**src/hw/rtl/dsc_pkg.sv**
```systemverilog
// dsc_pkg: shared widths, register indexes and constants for the
// distance speed controller; no dependencies
package dsc_pkg;

    localparam int SAMPLE_BITS = 16;
    localparam int THRESH_BITS = 16;
    localparam int CMP_BITS    = (SAMPLE_BITS > THRESH_BITS) ? SAMPLE_BITS : THRESH_BITS;
    localparam int SPEED_BITS  = 8;
    localparam int MAG_BITS    = 7;
    localparam int COUNT_BITS  = 8;

    localparam int CFG_INDEX_BITS = 3;
    localparam int CFG_DATA_BITS  = 16;

    // configuration register indexes
    localparam logic [CFG_INDEX_BITS-1:0] REG_OVERRIDE_ENABLE = 3'd0;
    localparam logic [CFG_INDEX_BITS-1:0] REG_OVERRIDE_LEFT   = 3'd1;
    localparam logic [CFG_INDEX_BITS-1:0] REG_OVERRIDE_RIGHT  = 3'd2;
    localparam logic [CFG_INDEX_BITS-1:0] REG_NEAR_THRESHOLD  = 3'd3;
    localparam logic [CFG_INDEX_BITS-1:0] REG_FAR_THRESHOLD   = 3'd4;
    localparam logic [CFG_INDEX_BITS-1:0] REG_SEARCH_DURATION = 3'd5;
    localparam logic [CFG_INDEX_BITS-1:0] REG_SEARCH_SPEED    = 3'd6;
    localparam logic [CFG_INDEX_BITS-1:0] REG_MIN_SPEED       = 3'd7;

    // register reset values
    localparam int NEAR_RESET     = 20;
    localparam int FAR_RESET      = 40;
    localparam int DURATION_RESET = 110;
    localparam int SEARCH_RESET   = 40;
    localparam int MIN_RESET      = 6;

    // ramp law: (RAMP_BASE - |change|) * (d - RAMP_BASE) / 4
    localparam int RAMP_BASE  = 20;
    localparam int FULL_SPEED = 100;

    typedef logic [SAMPLE_BITS-1:0]       sample_t;
    typedef logic signed [SPEED_BITS-1:0] speed_t;

endpackage

```
**src/hw/rtl/dsc_channels.sv**
```systemverilog
// dsc_channels: valid/ready channel interfaces for sample requests and
// speed results; depends on dsc_pkg
interface dsc_sample_if
    import dsc_pkg::*;
();
    logic    valid;
    logic    ready;
    sample_t distance_sample;

    modport source (output valid, output distance_sample, input ready);
    modport sink   (input valid, input distance_sample, output ready);
endinterface

interface dsc_speed_if
    import dsc_pkg::*;
();
    logic   valid;
    logic   ready;
    speed_t left_speed;
    speed_t right_speed;
    logic   searching;

    modport source (output valid, output left_speed, output right_speed,
                    output searching, input ready);
    modport sink   (input valid, input left_speed, input right_speed,
                    input searching, output ready);
endinterface

```
**src/hw/rtl/distance_speed_controller_top.sv**
```systemverilog
// distance_speed_controller_top: distance driven wheel speed controller
// depends on dsc_pkg and the channel interfaces in dsc_channels
//
//   channel    | dir | payload                                | handshake
//   -----------+-----+----------------------------------------+-------------
//   sample_ch  | in  | distance_sample (16 b unsigned)        | valid/ready
//   speed_ch   | out | left_speed, right_speed (8 b signed),  | valid/ready
//              |     | searching (1 b)                        |
//   cfg        | in  | cfg_we, cfg_index (3 b), cfg_data (16 b)| write only
//
// one request per cycle sustained while speed_ch is not stalled; a result is
// offered once its request has passed the input register, then the result register
// the decision, ramp multiply and state update sit between those two registers
// a stalled result holds in the result register while the input register
// still takes one more request
// rst_n clears the controller state and loads the register defaults
module distance_speed_controller_top
    import dsc_pkg::*;
(
    input  logic                      clk,
    input  logic                      rst_n,
    dsc_sample_if.sink                sample_ch,
    dsc_speed_if.source               speed_ch,
    input  logic                      cfg_we,
    input  logic [CFG_INDEX_BITS-1:0] cfg_index,
    input  logic [CFG_DATA_BITS-1:0]  cfg_data
);

    localparam int PROD_BITS = 2 * (SAMPLE_BITS + 2);

    // configuration registers
    logic                   ovr_en_reg;
    speed_t                 ovr_left_reg;
    speed_t                 ovr_right_reg;
    logic [THRESH_BITS-1:0] near_reg;
    logic [THRESH_BITS-1:0] far_reg;
    logic [COUNT_BITS-1:0]  duration_reg;
    logic [MAG_BITS-1:0]    search_spd_reg;
    logic [MAG_BITS-1:0]    min_spd_reg;

    // controller state
    sample_t               prev_reg;
    logic                  seen_first_reg;
    logic                  active_reg;
    logic                  phase_reg;
    logic [COUNT_BITS-1:0] count_reg;
    speed_t                held_left_reg;
    speed_t                held_right_reg;

    logic                  active_next;
    logic                  phase_next;
    logic [COUNT_BITS-1:0] count_next;
    speed_t                left_next;
    speed_t                right_next;

    // pipeline registers
    logic    s1_valid_reg;
    sample_t s1_sample_reg;
    logic    out_valid_reg;
    speed_t  out_left_reg;
    speed_t  out_right_reg;
    logic    out_search_reg;

    logic s1_adv;
    logic in_take;

    // datapath
    logic signed [SAMPLE_BITS:0]   change;
    logic signed [SAMPLE_BITS:0]   change_abs;
    sample_t                       mag;
    logic signed [SAMPLE_BITS+1:0] ramp_a;
    logic signed [SAMPLE_BITS+1:0] ramp_b;
    logic signed [PROD_BITS-1:0]   prod;
    logic [PROD_BITS-3:0]          quarter;
    logic [MAG_BITS-1:0]           ramp_spd;
    logic [COUNT_BITS:0]           cnt_inc;
    logic [CMP_BITS-1:0]           d_cmp;

    // handshake: result register frees when empty or taken
    assign s1_adv  = s1_valid_reg && (!out_valid_reg || speed_ch.ready);
    assign in_take = sample_ch.valid && sample_ch.ready;

    assign sample_ch.ready      = !s1_valid_reg || s1_adv;
    assign speed_ch.valid       = out_valid_reg;
    assign speed_ch.left_speed  = out_left_reg;
    assign speed_ch.right_speed = out_right_reg;
    assign speed_ch.searching   = out_search_reg;

    // configuration writes
    always_ff @(posedge clk or negedge rst_n)
    begin
        if (!rst_n)
        begin
            ovr_en_reg     <= 1'b0;
            ovr_left_reg   <= '0;
            ovr_right_reg  <= '0;
            near_reg       <= THRESH_BITS'(NEAR_RESET);
            far_reg        <= THRESH_BITS'(FAR_RESET);
            duration_reg   <= COUNT_BITS'(DURATION_RESET);
            search_spd_reg <= MAG_BITS'(SEARCH_RESET);
            min_spd_reg    <= MAG_BITS'(MIN_RESET);
        end
        else if (cfg_we)
        begin
            case (cfg_index)
                REG_OVERRIDE_ENABLE: ovr_en_reg     <= cfg_data[0];
                REG_OVERRIDE_LEFT:   ovr_left_reg   <= cfg_data[SPEED_BITS-1:0];
                REG_OVERRIDE_RIGHT:  ovr_right_reg  <= cfg_data[SPEED_BITS-1:0];
                REG_NEAR_THRESHOLD:  near_reg       <= cfg_data[THRESH_BITS-1:0];
                REG_FAR_THRESHOLD:   far_reg        <= cfg_data[THRESH_BITS-1:0];
                REG_SEARCH_DURATION: duration_reg   <= cfg_data[COUNT_BITS-1:0];
                REG_SEARCH_SPEED:    search_spd_reg <= cfg_data[MAG_BITS-1:0];
                REG_MIN_SPEED:       min_spd_reg    <= cfg_data[MAG_BITS-1:0];
                default: ;
            endcase
        end
    end

    // magnitude of the change against the previous sample, zero on the first tick
    always_comb
    begin
        change     = $signed({1'b0, s1_sample_reg}) - $signed({1'b0, prev_reg});
        change_abs = change[SAMPLE_BITS] ? -change : change;
        mag        = seen_first_reg ? change_abs[SAMPLE_BITS-1:0] : '0;
    end

    // ramp: signed product, negative gives zero, quarter saturates at full speed
    always_comb
    begin
        ramp_a  = (SAMPLE_BITS+2)'(RAMP_BASE) - {2'b00, mag};
        ramp_b  = {2'b00, s1_sample_reg} - (SAMPLE_BITS+2)'(RAMP_BASE);
        prod    = ramp_a * ramp_b;
        quarter = prod[PROD_BITS-1:2];
        if (prod[PROD_BITS-1])
            ramp_spd = '0;
        else if (quarter > (PROD_BITS-2)'(FULL_SPEED))
            ramp_spd = MAG_BITS'(FULL_SPEED);
        else
            ramp_spd = quarter[MAG_BITS-1:0];
    end

    // tick decision
    always_comb
    begin
        active_next = active_reg;
        phase_next  = phase_reg;
        count_next  = count_reg;
        left_next   = held_left_reg;
        right_next  = held_right_reg;
        cnt_inc     = {1'b0, count_reg} + (COUNT_BITS+1)'(1);
        d_cmp       = CMP_BITS'(s1_sample_reg);

        if (ovr_en_reg)
        begin
            left_next  = ovr_left_reg;
            right_next = ovr_right_reg;
        end
        else if (active_reg)
        begin
            if (!phase_reg)
            begin
                // spin in place, count ticks
                left_next  = SPEED_BITS'(0) - {1'b0, search_spd_reg};
                right_next = {1'b0, search_spd_reg};
                if (cnt_inc > {1'b0, duration_reg})
                    phase_next = 1'b1;
                count_next = cnt_inc[COUNT_BITS] ? '1 : cnt_inc[COUNT_BITS-1:0];
            end
            else
            begin
                // hold last speeds for one tick, then leave search
                active_next = 1'b0;
            end
        end
        else if (d_cmp < CMP_BITS'(near_reg))
        begin
            left_next   = '0;
            right_next  = '0;
            active_next = 1'b1;
            phase_next  = 1'b0;
            count_next  = '0;
        end
        else if (d_cmp > CMP_BITS'(far_reg))
        begin
            left_next  = SPEED_BITS'(FULL_SPEED);
            right_next = SPEED_BITS'(FULL_SPEED);
        end
        else
        begin
            left_next  = {1'b0, ramp_spd};
            right_next = {1'b0, ramp_spd};
            if (ramp_spd < min_spd_reg)
            begin
                active_next = 1'b1;
                phase_next  = 1'b0;
                count_next  = '0;
            end
        end
    end

    // input register
    always_ff @(posedge clk or negedge rst_n)
    begin
        if (!rst_n)
            s1_valid_reg <= 1'b0;
        else if (sample_ch.ready)
            s1_valid_reg <= sample_ch.valid;
    end

    always_ff @(posedge clk)
    begin
        if (in_take)
            s1_sample_reg <= sample_ch.distance_sample;
    end

    // controller state advances as each request moves into the result register
    always_ff @(posedge clk or negedge rst_n)
    begin
        if (!rst_n)
        begin
            prev_reg       <= '0;
            seen_first_reg <= 1'b0;
            active_reg     <= 1'b0;
            phase_reg      <= 1'b0;
            count_reg      <= '0;
            held_left_reg  <= '0;
            held_right_reg <= '0;
        end
        else if (s1_adv)
        begin
            prev_reg       <= s1_sample_reg;
            seen_first_reg <= 1'b1;
            active_reg     <= active_next;
            phase_reg      <= phase_next;
            count_reg      <= count_next;
            held_left_reg  <= left_next;
            held_right_reg <= right_next;
        end
    end

    // result register
    always_ff @(posedge clk or negedge rst_n)
    begin
        if (!rst_n)
            out_valid_reg <= 1'b0;
        else if (s1_adv)
            out_valid_reg <= 1'b1;
        else if (speed_ch.ready)
            out_valid_reg <= 1'b0;
    end

    always_ff @(posedge clk)
    begin
        if (s1_adv)
        begin
            out_left_reg   <= left_next;
            out_right_reg  <= right_next;
            out_search_reg <= active_next;
        end
    end

    // empty result register never blocks a new request
    a_ready_when_empty: assert property (@(posedge clk) disable iff (!rst_n)
        !out_valid_reg |-> sample_ch.ready)
        else $error("sample channel stalled with empty result register");

    // a request leaving the input register lands in the result register
    a_advance_fills: assert property (@(posedge clk) disable iff (!rst_n)
        s1_adv |=> out_valid_reg)
        else $error("advanced request did not reach result register");

    // previous sample tracks the request just processed
    a_prev_tracks: assert property (@(posedge clk) disable iff (!rst_n)
        s1_adv |=> (prev_reg == $past(s1_sample_reg)))
        else $error("previous sample not updated");

    // first-sample flag never drops outside reset
    a_seen_sticky: assert property (@(posedge clk) disable iff (!rst_n)
        seen_first_reg |=> seen_first_reg)
        else $error("first-sample flag cleared");

endmodule
```
**src/flat_wrapper.sv**
```systemverilog
// flat-port wrapper written by rule: the top's interface ports become plain ports
module distance_speed_controller_top_flat import dsc_pkg::*;
  (clk, rst_n, cfg_we, cfg_index, cfg_data, sample_ch_valid, sample_ch_distance_sample, sample_ch_ready, speed_ch_valid, speed_ch_left_speed, speed_ch_right_speed, speed_ch_searching, speed_ch_ready);
  dsc_sample_if sample_ch_i ();
  dsc_speed_if speed_ch_i ();
  input  logic clk;
  input  logic rst_n;
  input  logic cfg_we;
  input  logic [CFG_INDEX_BITS-1:0] cfg_index;
  input  logic [CFG_DATA_BITS-1:0] cfg_data;
  input wire logic [$bits(sample_ch_i.valid)-1:0] sample_ch_valid;
  input wire logic [$bits(sample_ch_i.distance_sample)-1:0] sample_ch_distance_sample;
  output wire logic [$bits(sample_ch_i.ready)-1:0] sample_ch_ready;
  output wire logic [$bits(speed_ch_i.valid)-1:0] speed_ch_valid;
  output wire logic [$bits(speed_ch_i.left_speed)-1:0] speed_ch_left_speed;
  output wire logic [$bits(speed_ch_i.right_speed)-1:0] speed_ch_right_speed;
  output wire logic [$bits(speed_ch_i.searching)-1:0] speed_ch_searching;
  input wire logic [$bits(speed_ch_i.ready)-1:0] speed_ch_ready;
  assign sample_ch_i.valid = sample_ch_valid;
  assign sample_ch_i.distance_sample = sample_ch_distance_sample;
  assign sample_ch_ready = sample_ch_i.ready;
  assign speed_ch_valid = speed_ch_i.valid;
  assign speed_ch_left_speed = speed_ch_i.left_speed;
  assign speed_ch_right_speed = speed_ch_i.right_speed;
  assign speed_ch_searching = speed_ch_i.searching;
  assign speed_ch_i.ready = speed_ch_ready;
  distance_speed_controller_top u_core (.clk(clk), .rst_n(rst_n), .sample_ch(sample_ch_i), .speed_ch(speed_ch_i), .cfg_we(cfg_we), .cfg_index(cfg_index), .cfg_data(cfg_data));
endmodule
```
**config.mk**
```make
export PLATFORM = sky130hd
export DESIGN_NAME = distance_speed_controller_top_flat
export DESIGN_NICKNAME = d
export VERILOG_FILES = /design/src/hw/rtl/dsc_pkg.sv /design/src/hw/rtl/dsc_channels.sv /design/src/hw/rtl/distance_speed_controller_top.sv /design/src/flat_wrapper.sv
export SDC_FILE = /design/constraint.sdc
export NUM_CORES = 1
export LEC_CHECK = 0
export BUFFER_PORTS_ARGS = -buffer_cell sky130_fd_sc_hd__buf_2
export CORE_MARGIN = 2
export CORE_UTILIZATION = 59
export CTS_CLUSTER_DIAMETER = 80
export CTS_CLUSTER_SIZE = 24
export DETAILED_ROUTE_END_ITERATION = 10
export GPL_ROUTABILITY_DRIVEN = 0
export PLACE_DENSITY = 0.79
export SLEW_MARGIN = 10
export SYNTH_ARGS = -nofsm -noshare
export SYNTH_HDL_FRONTEND = slang
export SYNTH_SLANG_ARGS = --single-unit
```
**constraint.sdc**
```tcl
create_clock -name clk -period 12.4 [get_ports clk]
set_input_delay 3.1 -clock clk [delete_from_list [all_inputs] [get_ports clk]]
set_output_delay 3.1 -clock clk [all_outputs]
set_load 0.005 [all_outputs]
```
## Word-level counts from Yosys, hierarchy flattened

Index checks and enable logic that the tools add are counted.

| word-level totals | value |
|---|---|
| word-level logic and storage cells | 94 |
| bits in latches | 0 |
| bits in read-only memories | 0 |
| output and inout port bits | 19 |
| memories | 0 |
| RAM bits | 0 |
| input port bits | 40 |
| bits in registers | 149 |

| cells by class | value |
|---|---|
| add/subtract/negate cells | 6 |
| mux-type cells | 32 |
| $lt $le $gt $ge | 5 |
| bitwise operators | 1 |
| eq/ne operators | 9 |
| shift-type cells | 0 |
| $mul | 1 |
| divide/modulo/power cells | 0 |
| reduce and logical (&&, ||, !) cells | 19 |

Operator list:

| cell | number |
|---|---|
| 2-to-1 mux 8 bit | 13 |
| > comparator 34 x 7 -> 1 bit, second input constant | 1 |
| multiplier 17 x 17 -> 34 bit | 1 |
| 2-to-1 mux 16 bit | 2 |
| 2-to-1 mux 7 bit | 3 |
| subtractor 16 x 16 -> 17 bit | 1 |
| subtractor 16 x 5 -> 17 bit, second input constant | 1 |
| subtractor 5 x 16 -> 17 bit, first input constant | 1 |
| > comparator 16 bit | 1 |
| less-than comparator 16 bit | 1 |
| negation 16 bit | 1 |
| AND reduction 2 bit | 8 |
| 2-to-1 mux 1 bit | 14 |
| == test 3 bit, second input constant | 4 |
| adder 8 x 1 -> 9 bit, second input constant | 1 |
| > comparator 9 x 8 -> 1 bit | 1 |
| subtractor 1 x 7 -> 8 bit, first input constant | 1 |
| less-than comparator 7 bit | 1 |
| == test 3 x 2 -> 1 bit, second input constant | 2 |
| AND reduction 5 bit | 1 |
| AND reduction 4 bit | 1 |
| == test 3 x 1 -> 1 bit, second input constant | 1 |
| zero test 3 bit | 1 |
| != test 3 x 1 -> 1 bit, second input constant | 1 |
| other kinds (7) | 10 |

## Longest topological paths before layout

| logic depth | value |
|---|---|
| depth in word-level cells | 15 |
| depth in mapped cells | 54 |
| gate-level depth less buffers | 49 |

## Worst setup path before layout

OpenSTA, ideal clock, no wires.

| path | value |
|---|---|
| kind | register -> register |
| start point | reg u_core.s1_sample_reg[0], in the netlist u_core.d_cmp[0] |
| end point | reg u_core.phase_reg |
| buffers on the path | 5 |
| required time | 12.274 ns |
| library setup time | 0.126 ns |
| path slack | -0.004 ns |
| data arrival time | 12.277 ns |
| period minus slack after synthesis | 12.404 ns |
| stages on the path, launching flop included | 51 |
| cell sequence | edfxtp_1 > clkbuf_1 > clkinv_1 > ha_1 > fa_1 > and2b_1 > o2111ai_2 > a31oi_4 > o21ai_4 > o21a_1 > clkbuf_1 > o21ai_0 > nand2_1 > ha_1 > nand2b_1 > nor2_1 > mux2i_1 > a211o_1 > (+15 left out) > nor2_1 > a221o_1 > nor4_1 > nand4_1 > nor4_1 > nand4b_1 > nor2_1 > clkbuf_1 > and3_1 > ha_1 > a21o_1 > a21o_1 > a21oi_1 > o211ai_1 > nand2_1 > a31oi_1 > or2_2 > o32a_1 |

| between the ends | value |
|---|---|
| longest elaborated chain between the ends | 12 |
| elaborated cells on any way between the ends | 18 |
| classes of those cells | 4 x add/sub; 1 x mul; 4 x order compare; 1 x eq/ne; 6 x mux; 2 x reduce/logical |

Ends and longest elaborated chain:

| item | RTL line | source |
|---|---|---|
| start, declared | distance_speed_controller_top.sv:58 | `sample_t s1_sample_reg;` |
| start signal, assigned | distance_speed_controller_top.sv:213 | `s1_sample_reg <= sample_ch.distance_sample;` |
| subtractor 16 x 16 -> 17 bit | distance_speed_controller_top.sv:122 | `change = $signed({1'b0, s1_sample_reg}) - $signed({1'b0, prev_reg});` |
| negation 16 bit | distance_speed_controller_top.sv:123 | `change_abs = change[SAMPLE_BITS] ? -change : change;` |
| 2-to-1 mux 16 bit | distance_speed_controller_top.sv:123 |  |
| 2-to-1 mux 16 bit | distance_speed_controller_top.sv:124 | `mag = seen_first_reg ? change_abs[SAMPLE_BITS-1:0] : '0;` |
| subtractor 5 x 16 -> 17 bit | distance_speed_controller_top.sv:130 | `ramp_a = (SAMPLE_BITS+2)'(RAMP_BASE) - {2'b00, mag};` |
| multiplier 17 x 17 -> 34 bit | distance_speed_controller_top.sv:132 | `prod = ramp_a * ramp_b;` |
| > comparator 34 x 7 -> 1 bit | distance_speed_controller_top.sv:136 | `else if (quarter > (PROD_BITS-2)'(FULL_SPEED))` |
| 2-to-1 mux 7 bit | distance_speed_controller_top.sv:136 |  |
| 2-to-1 mux 7 bit | distance_speed_controller_top.sv:134 | `if (prod[PROD_BITS-1])` |
| less-than comparator 7 bit | distance_speed_controller_top.sv:192 | `if (ramp_spd < min_spd_reg)` |
| nonzero test 3 bit (no source line) | n/a |  |
| AND reduction 4 bit (no source line) | n/a |  |
| end signal, assigned | distance_speed_controller_top.sv:234 | `phase_reg <= phase_next;` |
| end, declared | distance_speed_controller_top.sv:45 | `logic phase_reg;` |

Parallel ways exist; a longest one is shown, timed or not.
A chain may end at the register's enable or synchronous reset.

## Worst setup path after layout

| path | value |
|---|---|
| start point | reg u_core.s1_sample_reg[0], in the netlist u_core.d_cmp[0] |
| end point | reg u_core.out_search_reg, in the netlist u_core.speed_ch.searching, data pin |

| between the ends | value |
|---|---|
| longest elaborated chain between the ends | 15 |
| elaborated cells on any way between the ends | 18 |
| classes of those cells | 4 x add/sub; 1 x mul; 4 x order compare; 9 x mux |

Ends and longest elaborated chain:

| item | RTL line | source |
|---|---|---|
| subtractor 16 x 16 -> 17 bit | distance_speed_controller_top.sv:122 |  |
| negation 16 bit | distance_speed_controller_top.sv:123 |  |
| 2-to-1 mux 16 bit | distance_speed_controller_top.sv:123 |  |
| 2-to-1 mux 16 bit | distance_speed_controller_top.sv:124 |  |
| subtractor 5 x 16 -> 17 bit | distance_speed_controller_top.sv:130 |  |
| multiplier 17 x 17 -> 34 bit | distance_speed_controller_top.sv:132 |  |
| > comparator 34 x 7 -> 1 bit | distance_speed_controller_top.sv:136 |  |
| 2-to-1 mux 7 bit | distance_speed_controller_top.sv:136 |  |
| 2-to-1 mux 7 bit | distance_speed_controller_top.sv:134 |  |
| less-than comparator 7 bit | distance_speed_controller_top.sv:192 |  |
| 2-to-1 mux 1 bit | distance_speed_controller_top.sv:192 |  |
| 2-to-1 mux 1 bit | distance_speed_controller_top.sv:183 | `else if (d_cmp > CMP_BITS'(far_reg))` |
| 2-to-1 mux 1 bit (*) | distance_speed_controller_top.sv:175 | `else if (d_cmp < CMP_BITS'(near_reg))` |
| 2-to-1 mux 1 bit (*) | distance_speed_controller_top.sv:158 | `else if (active_reg)` |
| 2-to-1 mux 1 bit (*) | distance_speed_controller_top.sv:153 | `if (ovr_en_reg)` |
| via u_core.active_next | distance_speed_controller_top.sv:50 | `logic active_next;` |
| end signal, assigned | distance_speed_controller_top.sv:258 | `out_search_reg <= active_next;` |
| end, declared | distance_speed_controller_top.sv:62 | `logic out_search_reg;` |

Mark *: on every way through the listed nets, which the timed path passes. The rest lies on a longest branch.

==> Implementation_results.wiki <==
{| class="wikitable"
! Metric !! Value
|-
| Run status || complete, no violations
|-
| Hold WC Path Type || reg2reg
|-
| Antenna violations before repair || 1
|-
| Most instantiated flip-flop cell in the synthesis netlist || dfrtp_1
|-
| Number of enable-type register cells in the synthesized netlist || 33
|-
| Layout overhead on the synthesized area || 9.66%
|-
| Die boundary width || 194 um
|-
| Wire length per cell || 20.4 um
|-
| Port bufs || 58
|-
| Final setup viols || 0
|-
| Global-route usage over all layers || 31.8%
|-
| Maximum Capacitance Violations || 0
|-
| Critical-path top delay cell || fa_1
|-
| Worst-Margin Slew || 1.31 ns
|-
| Net Count, Synth || 2825
|-
| Hold-fix buffers at CTS || 0
|-
| Placed wire-length estimate after detailed placement || 45200 um
|-
| Crit. Startpoint || u_core.d_cmp[0]$_DFFE_PP_
|-
| Synthesized area divided by synthesized cell count || 9.15 um2
|-
| Final hold slack || 0.491 ns
|-
| Hold wc startpoint || u_core.s1_valid_reg$_DFFE_PN0N_
|-
| Post-route clock period utilization || 97.0%
|-
| Proportion of synthesized chip area in sequential cells || 18.3%
|-
| Number of buffers between clock root and the deepest sink || 2
|-
| Largest stage delay on the critical path || 0.58 ns
|-
| Cell repeated most along the worst path || fa_1
|-
| Die ar. || 37800 um2
|-
| Data required time of the worst path || 12.54 ns
|-
| Number of synthesized register bits || 149
|-
| Critical Path Fanout Max || 8
|-
| Critical Setup Path Class || reg2reg
|-
| Final Max Tran Viols || 0
|-
| Total number of vias || 17700
|-
| Post-route ant nets || 0
|-
| Synthesized area || 21400 um2
|-
| Max Clock Skew || 0.0119 ns
|-
| YS warnings || 0
|-
| Commonest cells after routing, fill and taps aside || inv_1, fa_1, nand2_1
|-
| Number of buffer and inverter stages on the critical path || 8
|-
| Non-Filler Instances || 2879
|-
| Fraction of final layout cells sized beyond drive strength 1 || 14.3%
|-
| DRC marker count from the first detailed-route iteration || 1618
|-
| Number of sinks on the clock net || 149
|-
| Via count of the first global-routing pass || 18400
|-
| Root buffer cell || clkbuf_16
|-
| Pin count of the biggest net entering global routing || 64
|-
| Die Ht || 194 um
|-
| Number of different library cells in the post-synthesis netlist || 99
|-
| Cell count after synthesis || 2338
|-
| Leading cell type in the layout, fill and taps excluded || inv_1
|-
| Clock latency of the later-clocked register in the worst-skew pair || 0.43 ns
|-
| Critical path's top delay family || adder cells
|-
| Ratio of routed vias to standard cells || 6.14
|-
| Clock buffer count from CTS || 17
|-
| Endpoint type of the worst setup path || flip-flop
|-
| Overall overflow remaining after global route || 0
|-
| Fin. Hold Viols || 0
|-
| DRC violations left || 0
|-
| First-pass iteration count of the detailed router || 6
|-
| Maximum level of the CTS H-tree || 4
|-
| Async set or reset register ratio after synthesis || 77.9%
|-
| Wire length of the first global-routing pass || 95300 um
|-
| Reg2Reg Launch Point || u_core.d_cmp[0]$_DFFE_PP_
|-
| Final critical delay including setup and external delays || 12.03 ns
|-
| Slew Limit Headroom || 12.1%
|-
| Clock-pin transition on the worst setup and hold timing paths || 0.06 ns
|-
| Cell count after placement || 2825
|-
| Number of nets in the layout || 2891
|-
| Worst EP arrival || 12.17 ns
|-
| Max Fclk || 83.1 MHz
|-
| Area of the core region || 35700 um2
|-
| IO Pins || 59
|-
| Row count || 69
|-
| Critical path launch point type || flip-flop
|-
| CTS tree || done
|-
| Starting density of the core || 60.0%
|-
| Final Routed Wirelength || 58600 um
|}
Yosys cell counts, types with 13 or more instances:
master / number / area (um2)
o21a_1: 28 / 210
a211oi_1: 21 / 158
o21ai_0: 96 / 480
and2_1: 58 / 363
nor2b_1: 21 / 131
nor2_1: 131 / 492
nand2_1: 218 / 818
ha_1: 149 / 1860
xnor2_1: 50 / 438
clkbuf_1: 73 / 274
edfxtp_1: 33 / 991
or3_1: 31 / 194
nand4_1: 24 / 150
a31oi_1: 14 / 87.6
dfrtp_1: 103 / 2580
nand2b_1: 24 / 150
o211ai_1: 18 / 135
fa_1: 298 / 5970
mux2i_1: 29 / 290
mux2_2: 62 / 698
nor3_1: 63 / 315
inv_1: 433 / 1630
nand3_1: 26 / 130
a21o_1: 25 / 188
dfstp_2: 13 / 342
xor2_1: 35 / 307
a21oi_1: 59 / 295
cell families (layout without fill, tap and decap cells):
kind of cell	after synthesis	after routing	synth area share, %
DFF	149	149	18.3
adders and majority gates	447	447	36.6
other	0	1	0
xor gates and xnor gates	85	85	3.48
AOI/OAI and AO/OA	371	371	12.1
and+or+nand+nor	664	664	15.3
buffers and inverters	529	608	9.56
muxes	93	93	4.76
layer usage:
metal / wire length, um / global-route usage (%) / up-vias
li1: - / - / 7797
met4: 2800 / 14.8 / 2
met3: 5440 / 5.78 / 201
met1: 22700 / 41.2 / 8708
met2: 27700 / 52.2 / 965
met5: 13 / 0 / -
path summary, 6_finish.rpt:
check | cells past startpoint | slack [ns] | end
worst max-delay path | 47 | 0.37 | u_core.speed_ch.searching$_DFFE_PP_
worst min-delay path | 1 | 0.49 | u_core.speed_ch.valid$_DFFE_PN0P_
worst max register to register | 47 | 0.37 | u_core.speed_ch.searching$_DFFE_PP_
worst min register to register | 1 | 0.49 | u_core.speed_ch.valid$_DFFE_PN0P_
max in group asynchronous | 2 | 8.41 | u_core.prev_reg[5]$_DFFE_PN0P_
min in group asynchronous | 1 | 2.71 | u_core.ovr_left_reg[0]$_DFFE_PN0P_
final cells by class:
class                           count  area (um2)
Multi-Input combinational cell   1660       15800
Tap cell                          461         577
Clock buffer                       20         468
Sequential cell                   149        3910
Fill cell                        2729       12200
Clock inverter                     12         163
Timing Repair Buffer              139         916
Antenna cell                        1        2.50
Inverter                          437        1640
per-stage QoR:
| step | setup TNS (ns) | setup slack (ns) | utilization (%) | area [um2] |
|---|---|---|---|---|
| floorplan | 0 | 0.140 | - | 21400 |
| global placement | 0 | 0.237 | 62.7 | 22300 |
| detailed placement | -1.42 | -0.222 | 62.7 | 22300 |
| CTS | 0 | 0.00793 | 64.6 | 23000 |
| global route | -0.279 | -0.0631 | 65.8 | 23500 |
| finish | 0 | 0.371 | 65.8 | 23500 |
what timing repair did:
item / in CTS / in global routing
hold endpoints to repair: 0 / 0
buffers inserted: 2 / 19
cloned: 0 / 0
pin swaps: 1 / 15
setup endpoints to repair: 9 / 11
resized for setup: 5 / 70
Power is not shown: default switching activity piles up to over one toggle a cycle in this logic, so the estimate is an artifact.
